## src/rtl/mmpvt_pkg.sv

```systemverilog
// ----------------------------------------------------------------------------
// mmpvt_pkg
// Shared constants and controller/datapath interface types for the MIDI
// message parser with voice table.
// ----------------------------------------------------------------------------
`default_nettype none

package mmpvt_pkg;

  // Default voice table depth
  localparam int VOICE_SLOTS_DEF = 8;

  // Event kinds reported with every result beat
  localparam logic [3:0] EV_NONE      = 4'd0;
  localparam logic [3:0] EV_ADDED     = 4'd1;
  localparam logic [3:0] EV_REMOVED   = 4'd2;
  localparam logic [3:0] EV_UNMATCHED = 4'd3;
  localparam logic [3:0] EV_DROPPED   = 4'd4;
  localparam logic [3:0] EV_DIAL      = 4'd5;
  localparam logic [3:0] EV_SELECT    = 4'd6;
  localparam logic [3:0] EV_WHEEL     = 4'd7;
  localparam logic [3:0] EV_SLIDER    = 4'd8;

  // Status byte matching
  localparam logic [7:0] STAT_HI_MASK  = 8'hf0;
  localparam logic [7:0] STAT_NOTE_ON  = 8'd144;
  localparam logic [7:0] STAT_NOTE_OFF = 8'd128;
  localparam logic [7:0] STAT_PROGRAM  = 8'd192;
  localparam logic [7:0] STAT_SELECT   = 8'd177;
  localparam logic [7:0] STAT_CTRL_A   = 8'd176;
  localparam logic [7:0] STAT_CTRL_B   = 8'd178;
  localparam logic [7:0] STAT_WHEEL_A  = 8'd224;
  localparam logic [7:0] STAT_WHEEL_B  = 8'd231;
  localparam logic [7:0] STAT_SYSEX    = 8'd240;

  // Sysex: the seventh data byte goes to the slider
  localparam logic [2:0] SYSEX_LAST_CNT = 3'd6;

  localparam logic [7:0] WHEEL_RESET = 8'd42;

  // Commands from the controller to the datapath
  typedef struct packed {
    logic load;        // capture the accepted byte
    logic parse;       // run the parser on the captured byte
    logic read_idx;    // read table entry at the search index
    logic step_down;   // move search index toward older entries
    logic hit;         // key found: report removal
    logic read_next;   // read the entry above the search index
    logic write_shift; // copy the read entry down one slot, advance index
    logic shrink;      // drop one entry from the table count
    logic emit;        // present the result beat
  } mmpvt_cmd_t;

  // Status from the datapath to the controller
  typedef struct packed {
    logic search;   // captured byte completes a note-off on a non-empty table
    logic match;    // read entry holds the note-off key
    logic idx_zero; // search index at the oldest entry
    logic more;     // entries remain above the search index
  } mmpvt_stat_t;

endpackage

`default_nettype wire

```

## src/rtl/mmpvt_dp.sv

```systemverilog
// ----------------------------------------------------------------------------
// mmpvt_dp
// Parser datapath: message state, value registers, voice table memory,
// search index and result registers.
// ----------------------------------------------------------------------------
`default_nettype none

module mmpvt_dp
  import mmpvt_pkg::*;
#(
  parameter int VOICE_SLOTS = VOICE_SLOTS_DEF
) (
  input  wire logic        clk,
  input  wire logic        rst_n,
  input  wire mmpvt_cmd_t  cmd,
  output mmpvt_stat_t      stat,
  input  wire logic [7:0]  in_rx_byte,
  output logic             out_valid,
  output logic [3:0]       out_event_kind,
  output logic [7:0]       out_event_key,
  output logic [7:0]       out_event_velocity,
  output logic [3:0]       out_voice_count,
  output logic [7:0]       out_dial_value,
  output logic [7:0]       out_select_value,
  output logic [7:0]       out_wheel_value,
  output logic [7:0]       out_slider_value
);

  localparam int CW = $clog2(VOICE_SLOTS + 1);
  localparam int AW = (VOICE_SLOTS > 1) ? $clog2(VOICE_SLOTS) : 1;
  localparam logic [CW-1:0] SLOTS = CW'(VOICE_SLOTS);

  // Parser modes
  localparam logic [2:0] M_IDLE     = 3'd0;
  localparam logic [2:0] M_NOTE_ON  = 3'd1;
  localparam logic [2:0] M_NOTE_OFF = 3'd2;
  localparam logic [2:0] M_PROGRAM  = 3'd3;
  localparam logic [2:0] M_SELECT   = 3'd4;
  localparam logic [2:0] M_CONTROL  = 3'd5;
  localparam logic [2:0] M_WHEEL    = 3'd6;
  localparam logic [2:0] M_SYSEX    = 3'd7;

  logic [7:0]    byte_r;
  logic [2:0]    mode_r, mode_nxt;
  logic [2:0]    count_r, count_nxt;
  logic [7:0]    first_r, first_nxt;
  logic [CW-1:0] total_r, total_nxt;
  logic [AW-1:0] idx_r, idx_nxt;
  logic [7:0]    dial_r, dial_nxt;
  logic [7:0]    select_r, select_nxt;
  logic [7:0]    wheel_r, wheel_nxt;
  logic [7:0]    slider_r, slider_nxt;
  logic [3:0]    kind_r, kind_nxt;
  logic [7:0]    key_r, key_nxt;
  logic [7:0]    vel_r, vel_nxt;
  logic          valid_r;

  logic [15:0]   voice_mem [VOICE_SLOTS];
  logic [15:0]   rdata_r;
  logic          we;
  logic [AW-1:0] waddr;
  logic [15:0]   wdata;
  logic [AW-1:0] raddr;
  logic [AW-1:0] idx_inc;
  logic [CW-1:0] idx_ext;
  logic [7:0]    stat_hi;

  assign idx_inc = idx_r + 1'b1;
  assign idx_ext = CW'(idx_r);
  assign raddr   = cmd.read_next ? idx_inc : idx_r;
  assign stat_hi = byte_r & STAT_HI_MASK;

  assign stat.search   = (mode_r == M_NOTE_OFF) && (count_r == 3'd1) && (total_r != '0);
  assign stat.match    = (rdata_r[15:8] == first_r);
  assign stat.idx_zero = (idx_r == '0);
  assign stat.more     = ((idx_ext + 1'b1) < total_r);

  always_comb begin
    mode_nxt   = mode_r;
    count_nxt  = count_r;
    first_nxt  = first_r;
    total_nxt  = total_r;
    idx_nxt    = idx_r;
    dial_nxt   = dial_r;
    select_nxt = select_r;
    wheel_nxt  = wheel_r;
    slider_nxt = slider_r;
    kind_nxt   = kind_r;
    key_nxt    = key_r;
    vel_nxt    = vel_r;
    we         = 1'b0;
    waddr      = total_r[AW-1:0];
    wdata      = {first_r, byte_r};

    if (cmd.parse) begin
      kind_nxt = EV_NONE;
      key_nxt  = 8'd0;
      vel_nxt  = 8'd0;
      if (mode_r == M_IDLE) begin
        priority if (stat_hi == STAT_NOTE_ON) begin
          mode_nxt = M_NOTE_ON;
        end else if (stat_hi == STAT_NOTE_OFF) begin
          mode_nxt = M_NOTE_OFF;
        end else if (stat_hi == STAT_PROGRAM) begin
          mode_nxt = M_PROGRAM;
        end else if (byte_r == STAT_SELECT) begin
          mode_nxt = M_SELECT;
        end else if (byte_r == STAT_CTRL_A || byte_r == STAT_CTRL_B) begin
          mode_nxt = M_CONTROL;
        end else if (byte_r == STAT_WHEEL_A || byte_r == STAT_WHEEL_B) begin
          mode_nxt = M_WHEEL;
        end else if (byte_r == STAT_SYSEX) begin
          mode_nxt = M_SYSEX;
        end else begin
          mode_nxt = M_IDLE;
        end
        count_nxt = 3'd0;
      end else if (mode_r == M_SELECT) begin
        select_nxt = byte_r;
        kind_nxt   = EV_SELECT;
        mode_nxt   = M_IDLE;
      end else if (mode_r == M_SYSEX) begin
        if (count_r == SYSEX_LAST_CNT) begin
          slider_nxt = byte_r;
          kind_nxt   = EV_SLIDER;
          mode_nxt   = M_IDLE;
          count_nxt  = 3'd0;
        end else begin
          count_nxt = count_r + 1'b1;
        end
      end else if (count_r == 3'd0) begin
        first_nxt = byte_r;
        count_nxt = 3'd1;
      end else begin
        unique case (mode_r)
          M_NOTE_ON: begin
            key_nxt = first_r;
            vel_nxt = byte_r;
            if (total_r < SLOTS) begin
              we        = 1'b1;
              total_nxt = total_r + 1'b1;
              kind_nxt  = EV_ADDED;
            end else begin
              kind_nxt = EV_DROPPED;
            end
          end
          M_NOTE_OFF: begin
            // start the newest-first search; hit overrides the kind
            key_nxt  = first_r;
            kind_nxt = EV_UNMATCHED;
            idx_nxt  = AW'(total_r - 1'b1);
          end
          M_WHEEL: begin
            wheel_nxt = byte_r;
            kind_nxt  = EV_WHEEL;
          end
          default: begin
            dial_nxt = byte_r;
            kind_nxt = EV_DIAL;
          end
        endcase
        mode_nxt  = M_IDLE;
        count_nxt = 3'd0;
      end
    end

    if (cmd.step_down) idx_nxt = idx_r - 1'b1;
    if (cmd.hit)       kind_nxt = EV_REMOVED;
    if (cmd.write_shift) begin
      we      = 1'b1;
      waddr   = idx_r;
      wdata   = rdata_r;
      idx_nxt = idx_inc;
    end
    if (cmd.shrink) total_nxt = total_r - 1'b1;
  end

  always_ff @(posedge clk) begin
    if (!rst_n) begin
      mode_r   <= M_IDLE;
      count_r  <= 3'd0;
      first_r  <= 8'd0;
      total_r  <= '0;
      dial_r   <= 8'd0;
      select_r <= 8'd0;
      wheel_r  <= WHEEL_RESET;
      slider_r <= 8'd0;
      valid_r  <= 1'b0;
    end else begin
      mode_r   <= mode_nxt;
      count_r  <= count_nxt;
      first_r  <= first_nxt;
      total_r  <= total_nxt;
      dial_r   <= dial_nxt;
      select_r <= select_nxt;
      wheel_r  <= wheel_nxt;
      slider_r <= slider_nxt;
      valid_r  <= cmd.emit;
    end
  end

  always_ff @(posedge clk) begin
    if (cmd.load) byte_r <= in_rx_byte;
    idx_r  <= idx_nxt;
    kind_r <= kind_nxt;
    key_r  <= key_nxt;
    vel_r  <= vel_nxt;
  end

  always_ff @(posedge clk) begin
    if (we) voice_mem[waddr] <= wdata;
    if (cmd.read_idx || cmd.read_next) rdata_r <= voice_mem[raddr];
  end

  assign out_valid          = valid_r;
  assign out_event_kind     = kind_r;
  assign out_event_key      = key_r;
  assign out_event_velocity = vel_r;
  assign out_voice_count    = 4'(total_r);
  assign out_dial_value     = dial_r;
  assign out_select_value   = select_r;
  assign out_wheel_value    = wheel_r;
  assign out_slider_value   = slider_r;

endmodule

`default_nettype wire

```

## src/rtl/mmpvt_ctrl.sv

```systemverilog
// ----------------------------------------------------------------------------
// mmpvt_ctrl
// Sequencer: accepts a byte, runs the parse step, walks the voice table
// for note-off search and compaction, then issues the result beat.
// ----------------------------------------------------------------------------
`default_nettype none

module mmpvt_ctrl
  import mmpvt_pkg::*;
(
  input  wire logic         clk,
  input  wire logic         rst_n,
  input  wire logic         start,
  output logic              busy,
  output mmpvt_cmd_t        cmd,
  input  wire mmpvt_stat_t  stat
);

  localparam logic [2:0] S_IDLE  = 3'd0;
  localparam logic [2:0] S_DEC   = 3'd1;
  localparam logic [2:0] S_READ  = 3'd2;
  localparam logic [2:0] S_CMP   = 3'd3;
  localparam logic [2:0] S_SHCHK = 3'd4;
  localparam logic [2:0] S_SHWR  = 3'd5;
  localparam logic [2:0] S_EMIT  = 3'd6;

  logic [2:0] state_r, state_nxt;

  assign busy = (state_r != S_IDLE);

  always_comb begin
    state_nxt = state_r;
    cmd       = '0;
    unique case (state_r)
      S_IDLE: begin
        if (start) begin
          cmd.load  = 1'b1;
          state_nxt = S_DEC;
        end
      end
      S_DEC: begin
        cmd.parse = 1'b1;
        state_nxt = stat.search ? S_READ : S_EMIT;
      end
      S_READ: begin
        cmd.read_idx = 1'b1;
        state_nxt    = S_CMP;
      end
      S_CMP: begin
        if (stat.match) begin
          cmd.hit   = 1'b1;
          state_nxt = S_SHCHK;
        end else if (stat.idx_zero) begin
          state_nxt = S_EMIT;
        end else begin
          cmd.step_down = 1'b1;
          state_nxt     = S_READ;
        end
      end
      S_SHCHK: begin
        if (stat.more) begin
          cmd.read_next = 1'b1;
          state_nxt     = S_SHWR;
        end else begin
          cmd.shrink = 1'b1;
          state_nxt  = S_EMIT;
        end
      end
      S_SHWR: begin
        cmd.write_shift = 1'b1;
        state_nxt       = S_SHCHK;
      end
      S_EMIT: begin
        cmd.emit  = 1'b1;
        state_nxt = S_IDLE;
      end
      default: begin
        state_nxt = S_IDLE;
      end
    endcase
  end

  always_ff @(posedge clk) begin
    if (!rst_n) begin
      state_r <= S_IDLE;
    end else begin
      state_r <= state_nxt;
    end
  end

endmodule

`default_nettype wire

```

## src/rtl/midi_message_parser_voice_table.sv

```systemverilog
// ----------------------------------------------------------------------------
// midi_message_parser_voice_table
// MIDI byte parser that keeps a table of held notes, searched newest first,
// and a set of controller value registers, one result beat per byte.
// ----------------------------------------------------------------------------
// Drive one received MIDI byte on in_rx_byte with start high while busy is
// low; that cycle accepts the byte. Exactly one result beat follows, marked
// by out_valid for a single cycle. The receiver cannot stall: capture the
// result in the cycle that out_valid is high, it is not repeated. A byte
// passes from accept through the parse and emit states to its result beat,
// and busy drops in time for the next byte to be accepted in the same cycle
// as that beat. The one exception is the byte that completes a note-off
// while notes are held: the sequencer then walks the voice table memory,
// which has one read port with a registered output, reading (S_READ) and
// comparing (S_CMP) each entry from the newest entry down, and on a hit
// moves every newer entry down one slot (S_SHCHK, S_SHWR), then shrinks the
// count in S_SHCHK before the result beat.
// ----------------------------------------------------------------------------
`default_nettype none

module midi_message_parser_voice_table
  import mmpvt_pkg::*;
#(
  parameter int VOICE_SLOTS = VOICE_SLOTS_DEF
) (
  input  wire logic        clk,
  input  wire logic        rst_n,
  // input byte channel
  input  wire logic        start,
  output logic             busy,
  input  wire logic [7:0]  in_rx_byte,
  // result channel
  output logic             out_valid,
  output logic [3:0]       out_event_kind,
  output logic [7:0]       out_event_key,
  output logic [7:0]       out_event_velocity,
  output logic [3:0]       out_voice_count,
  output logic [7:0]       out_dial_value,
  output logic [7:0]       out_select_value,
  output logic [7:0]       out_wheel_value,
  output logic [7:0]       out_slider_value
);

  // Controller and datapath exchange only commands and status.
  mmpvt_cmd_t  cmd;
  mmpvt_stat_t stat;

  // Sequence each byte: accept, parse, optional table walk, result beat.
  mmpvt_ctrl u_ctrl (
    .clk   (clk),
    .rst_n (rst_n),
    .start (start),
    .busy  (busy),
    .cmd   (cmd),
    .stat  (stat)
  );

  // Hold parser state, value registers, the voice table and the result.
  mmpvt_dp #(
    .VOICE_SLOTS (VOICE_SLOTS)
  ) u_dp (
    .clk                (clk),
    .rst_n              (rst_n),
    .cmd                (cmd),
    .stat               (stat),
    .in_rx_byte         (in_rx_byte),
    .out_valid          (out_valid),
    .out_event_kind     (out_event_kind),
    .out_event_key      (out_event_key),
    .out_event_velocity (out_event_velocity),
    .out_voice_count    (out_voice_count),
    .out_dial_value     (out_dial_value),
    .out_select_value   (out_select_value),
    .out_wheel_value    (out_wheel_value),
    .out_slider_value   (out_slider_value)
  );

endmodule

`default_nettype wire
```

## config.mk

```make
export PLATFORM = sky130hd
export DESIGN_NAME = midi_message_parser_voice_table
export DESIGN_NICKNAME = d
export VERILOG_FILES = /design/src/rtl/mmpvt_pkg.sv /design/src/rtl/mmpvt_dp.sv /design/src/rtl/mmpvt_ctrl.sv /design/src/rtl/midi_message_parser_voice_table.sv
export SDC_FILE = /design/constraint.sdc
export NUM_CORES = 1
export LEC_CHECK = 0
export BUFFER_PORTS_ARGS = -buffer_cell sky130_fd_sc_hd__buf_2
export CORE_AREA = 8 8 135 137
export CTS_BUF_LIST = sky130_fd_sc_hd__clkbuf_2 sky130_fd_sc_hd__clkbuf_4 sky130_fd_sc_hd__clkbuf_8
export DETAILED_ROUTE_END_ITERATION = 10
export DIE_AREA = 0 0 143 145
export MAX_ROUTING_LAYER = met4
export SLEW_MARGIN = 20
export SYNTH_ARGS = -nofsm -noshare
export SYNTH_HDL_FRONTEND = slang
export SYNTH_SLANG_ARGS = --single-unit
```

## constraint.sdc

```tcl
create_clock -name clk -period 9 [get_ports clk]
set_input_delay 0.45 -clock clk [delete_from_list [all_inputs] [get_ports clk]]
set_output_delay 0.45 -clock clk [all_outputs]
set_load 0.02 [all_outputs]
```

==> PnR_summary.wiki <==
{| class="wikitable"
! Metric !! Value
|-
| Status || finished, final reports clean
|-
| Routability congestion estimate from global placement || approximately 0.83
|-
| Max Freq || about 280 MHz
|-
| Ratio of cells with drive above 1 in the final layout || between 20 and 25%
|-
| Beginning of the critical path || u_dp.idx_r[1]
|-
| Total area of sequential cells || between 4000 and 5000 um2
|-
| Detail-routed net length per standard cell || about 18 um
|-
| Pin count of the biggest net entering global routing || 38
|-
| Arrival time worst endpoint || 3.91 ns
|-
| Part of the total power dissipated in sequential elements || between 40% and 50%
|-
| Slowest Stage Delay on Critical Path || 0.83 ns
|-
| Cell area after synthesis || 7270 um2
|-
| Minimum setup slack among reg-to-reg paths || roughly 5.4 ns
|-
| Number of antenna violations at the first check in global routing || 0
|-
| Die height || 145 um
|-
| Total design power || roughly 1900 uW
|-
| Part of the Yosys area used for sequential elements || between 50 and 60%
|-
| Post-synthesis to final-layout area growth || 12.5%
|-
| Peak fanout along the critical path || 20
|-
| Netlist cell types || 55
|-
| Reg-to-reg startpoint || u_dp.idx_r[1]
|-
| Root cell of the clock tree || sky130_fd_sc_hd__clkbuf_8
|-
| Die Area || just over 20000 um2
|-
| Cell accounting for the most synthesized area || sky130_fd_sc_hd__edfxtp_1
|-
| Crit Path Category || register to register
|-
| Top sig layer || met4
|-
| Count of inserted antenna diode cells || 0
|-
| Setup Skew || approximately 0.012 ns
|-
| H-Tree Level Count || 4
|-
| Final wirelength || between 15000 and 20000 um
|-
| End-of-flow core utilization || a little over 50%
|-
| Clock buffer depth || 2
|-
| Combined global-route utilization of all metal layers || roughly 16%
|-
| Tightest Pin Transition || around 0.85 ns
|-
| Number of flip-flops and latches in the synthesized netlist || about 160
|-
| Pwr Density || 227 nW/um2
|-
| Post-synth ARST share || 0%
|-
| Data required time of the critical path || between 9 and 10 ns
|-
| Worst hold path cell count || 1
|-
| Startpoint of the tightest hold check path || in_rx_byte[0]
|-
| Half-perimeter wire length of the detailed placement result || between 10000 and 15000 um
|-
| Switching share of power || between 30% and 40%
|-
| Buffer count from post-CTS setup fixing || 0
|-
| Most instantiated library cell after synthesis || sky130_fd_sc_hd__edfxtp_1
|-
| Count of endpoints failing hold in the final timing report || 0
|-
| Number of CTS-inserted buffers || 17
|-
| Fillers || between 1000 and 1500
|-
| Max-slew violation count || 0
|-
| Detailed route wirelength on metal3 || ~990 um
|-
| Leakage Power || 0.00301 uW
|-
| Number of sinks driven by the clock tree || between 150 and 200
|-
| Fraction of synthesized cell area taken by the top area cell type || roughly two fifths
|-
| DP Worst Slack || roughly 5.3 ns
|-
| Final Worst Setup Slack || between 5 and 6 ns
|-
| Share of the clock period used by the worst path || 39.8%
|-
| Vias in the first global route || ~4600
|-
| Top post-synthesis cells by count || sky130_fd_sc_hd__edfxtp_1, sky130_fd_sc_hd__nand2_1, sky130_fd_sc_hd__nor2_1, sky130_fd_sc_hd__dfxtp_1, sky130_fd_sc_hd__mux2i_1
|-
| Starting Density || approximately 45%
|-
| Rel. slew slack || between 40 and 50%
|-
| Total met2 wirelength after detailed routing || 7640 um
|-
| Largest cells by area after synthesis || sky130_fd_sc_hd__edfxtp_1, sky130_fd_sc_hd__dfxtp_1, sky130_fd_sc_hd__mux4_2
|-
| Setup-failing EPs final || 0
|-
| Placed Instance Area || between 7000 and 8000 um2
|-
| Mapped Cells || 592
|-
| Hold_buf cts || 0
|-
| Internal cell power || ~1300 uW
|-
| Initial drt markers || about 450
|-
| Routed vias/inst || around 5.4
|-
| Count of instances resized after the clock tree is built || 0
|-
| Number of remaining DRC errors || 0
|-
| Design area || a little over 8000 um2
|-
| CTS tree || done
|-
| Count of input and output buffers || roughly 70
|-
| Clock transition time at the flip-flop clock pins of the worst setup and hold paths || approximately 0.09 ns
|-
| Yosys warns || 0
|-
| Maximum capacitance violations || 0
|-
| Global-route wire length before repair || 25600 um
|-
| Post-Syn Area per Cell || roughly 12 um2
|-
| DRT Pass-1 Iters || 4
|-
| Area of combinational cells with multiple inputs || slightly below 3000 um2
|-
| Crit-path slowest cell || sky130_fd_sc_hd__ha_1
|-
| Setup repair after global routing missed its margin || no
|-
| CP Cell Sequence || buf_4, inv_1, ha_1, ha_1, o211ai_1, o21ai_1, nor3_4, inv_1, a2111oi_0
|-
| R2r worst-path depth || 9
|-
| Peak ir drop on the vdd network || around 0.12 mV
|-
| Clk_lat worst skew || 0.46 ns
|-
| M1 WL || 7050 um
|-
| DR vias || 4724
|-
| Critical Path Sink Type || register
|-
| Relative contribution of combinational cells to total power || 20.3%
|-
| Part of the total power dissipated in the clock network || 30.7%
|-
| Final TNS setup || 0 ns
|-
| EDFF count, synth || between 90 and 100
|-
| Hold WC Path Type || input pin to register
|-
| Mapped Nets || between 600 and 700
|-
| Sort of element at the start of the critical path || register
|-
| Row cnt || 47
|-
| Final min period || around 3.6 ns
|-
| Net count, final || 661
|-
| Core Area || 16200 um2
|-
| Count of pins on the block boundary || between 60 and 70
|-
| Predominant post-synthesis flop cell || sky130_fd_sc_hd__edfxtp_1
|-
| Antenna-violating nets left || 0
|-
| Die W || ~140 um
|-
| Sw power || 571 uW
|-
| Total gr overflow || 0
|}
## sequential cells by signal, indices dropped and copies added (netlist names)
name / count
u_ctrl.state_r: 3
u_dp.byte_r: 8
u_dp.count_r: 3
u_dp.first_r: 8
u_dp.idx_r: 3
u_dp.mode_r: 3
u_dp.out_dial_value: 8
u_dp.out_event_key: 8
u_dp.out_event_kind: 4
u_dp.out_event_velocity: 8
u_dp.out_select_value: 8
u_dp.out_slider_value: 8
u_dp.out_valid: 1
u_dp.out_voice_count: 4
u_dp.out_wheel_value: 8
u_dp.rdata_r: 8
u_dp.voice_mem: 64
## final timing paths
path | to
hold reg to reg | u_dp.out_slider_value[0]
hold / removal | u_dp.byte_r[0]
setup / recovery | u_ctrl.state_r[0]
setup reg to reg | u_ctrl.state_r[0]
## power by group through the flow
stage | registers, uW | logic (uW) | clock network [uW]
finish | 908 | 376 | 570
global route | 919 | 419 | 605
CTS | 909 | 380 | 581
detailed placement | 925 | 379 | 0
global placement | 923 | 373 | 0
floorplan | 905 | 290 | 0
## per-layer routing
metal | up-vias | global-route usage [%]
met5 | - | -
met4 | 0 | 5.16
li1 | 2271 | -
met3 | 17 | 4.33
met2 | 125 | 25.3
met1 | 2311 | 20.6
## cell families (layout without fill, tap and decap cells)
group                      count (synthesis)  in the layout  share of synthesized area (%)
muxes                                     75             75                           15.8
and+or+nand+nor                          201            201                           13.7
AOI/OAI and AO/OA                         81             81                           6.85
xor gates and xnor gates                  17             17                           2.15
adders and majority gates                  8              8                           1.38
buffers and inverters                     53            116                           3.18
DFF                                      157            157                           56.9
## worst max-delay path: cells and delay by family (launching register included)
kind                       cells  cell delay (ns)
DFF                            1             0.33
and+or+nand+nor                1             0.50
AOI/OAI and AO/OA              3             0.82
buffers and inverters          3             0.58
adders and majority gates      2             1.20
## area by class of cell
class | count | area share, %
flip-flops and latches | 157 | 50.6
inverters | 12 | 0.704
clock buffers | 17 | 2.86
multi-input cells | 382 | 35.6
repair buffers | 72 | 4.53
clock inverters | 15 | 2.37
well taps | 220 | 3.37
## layout by cell type (no fill, tap or decap), types with 6 or more instances in the layout
cell                       count
sky130_fd_sc_hd__nand3_1       7
sky130_fd_sc_hd__mux2i_1      42
sky130_fd_sc_hd__xor2_1       10
sky130_fd_sc_hd__and2_1       15
sky130_fd_sc_hd__dfxtp_1      58
sky130_fd_sc_hd__edfxtp_1     99
sky130_fd_sc_hd__a31oi_1       7
sky130_fd_sc_hd__xnor2_1       6
sky130_fd_sc_hd__inv_1        11
sky130_fd_sc_hd__nand2_1      60
sky130_fd_sc_hd__clkbuf_8     17
sky130_fd_sc_hd__nor3_1       13
sky130_fd_sc_hd__nor2b_1      13
sky130_fd_sc_hd__a211oi_1      9
sky130_fd_sc_hd__o21ai_0       8
sky130_fd_sc_hd__ha_1          8
sky130_fd_sc_hd__a21oi_1      39
sky130_fd_sc_hd__mux4_2       32
sky130_fd_sc_hd__buf_2        68
sky130_fd_sc_hd__nor2_1       60
## through the flow
stage | std cells | hold slack (ns)
detailed placement | 843 | 0.445
finish | 875 | 0.163
floorplan | 592 | 0.487
CTS | 875 | 0.135
global placement | 843 | 0.436
global route | 875 | 0.137
Power figures use the tool's default switching activity.
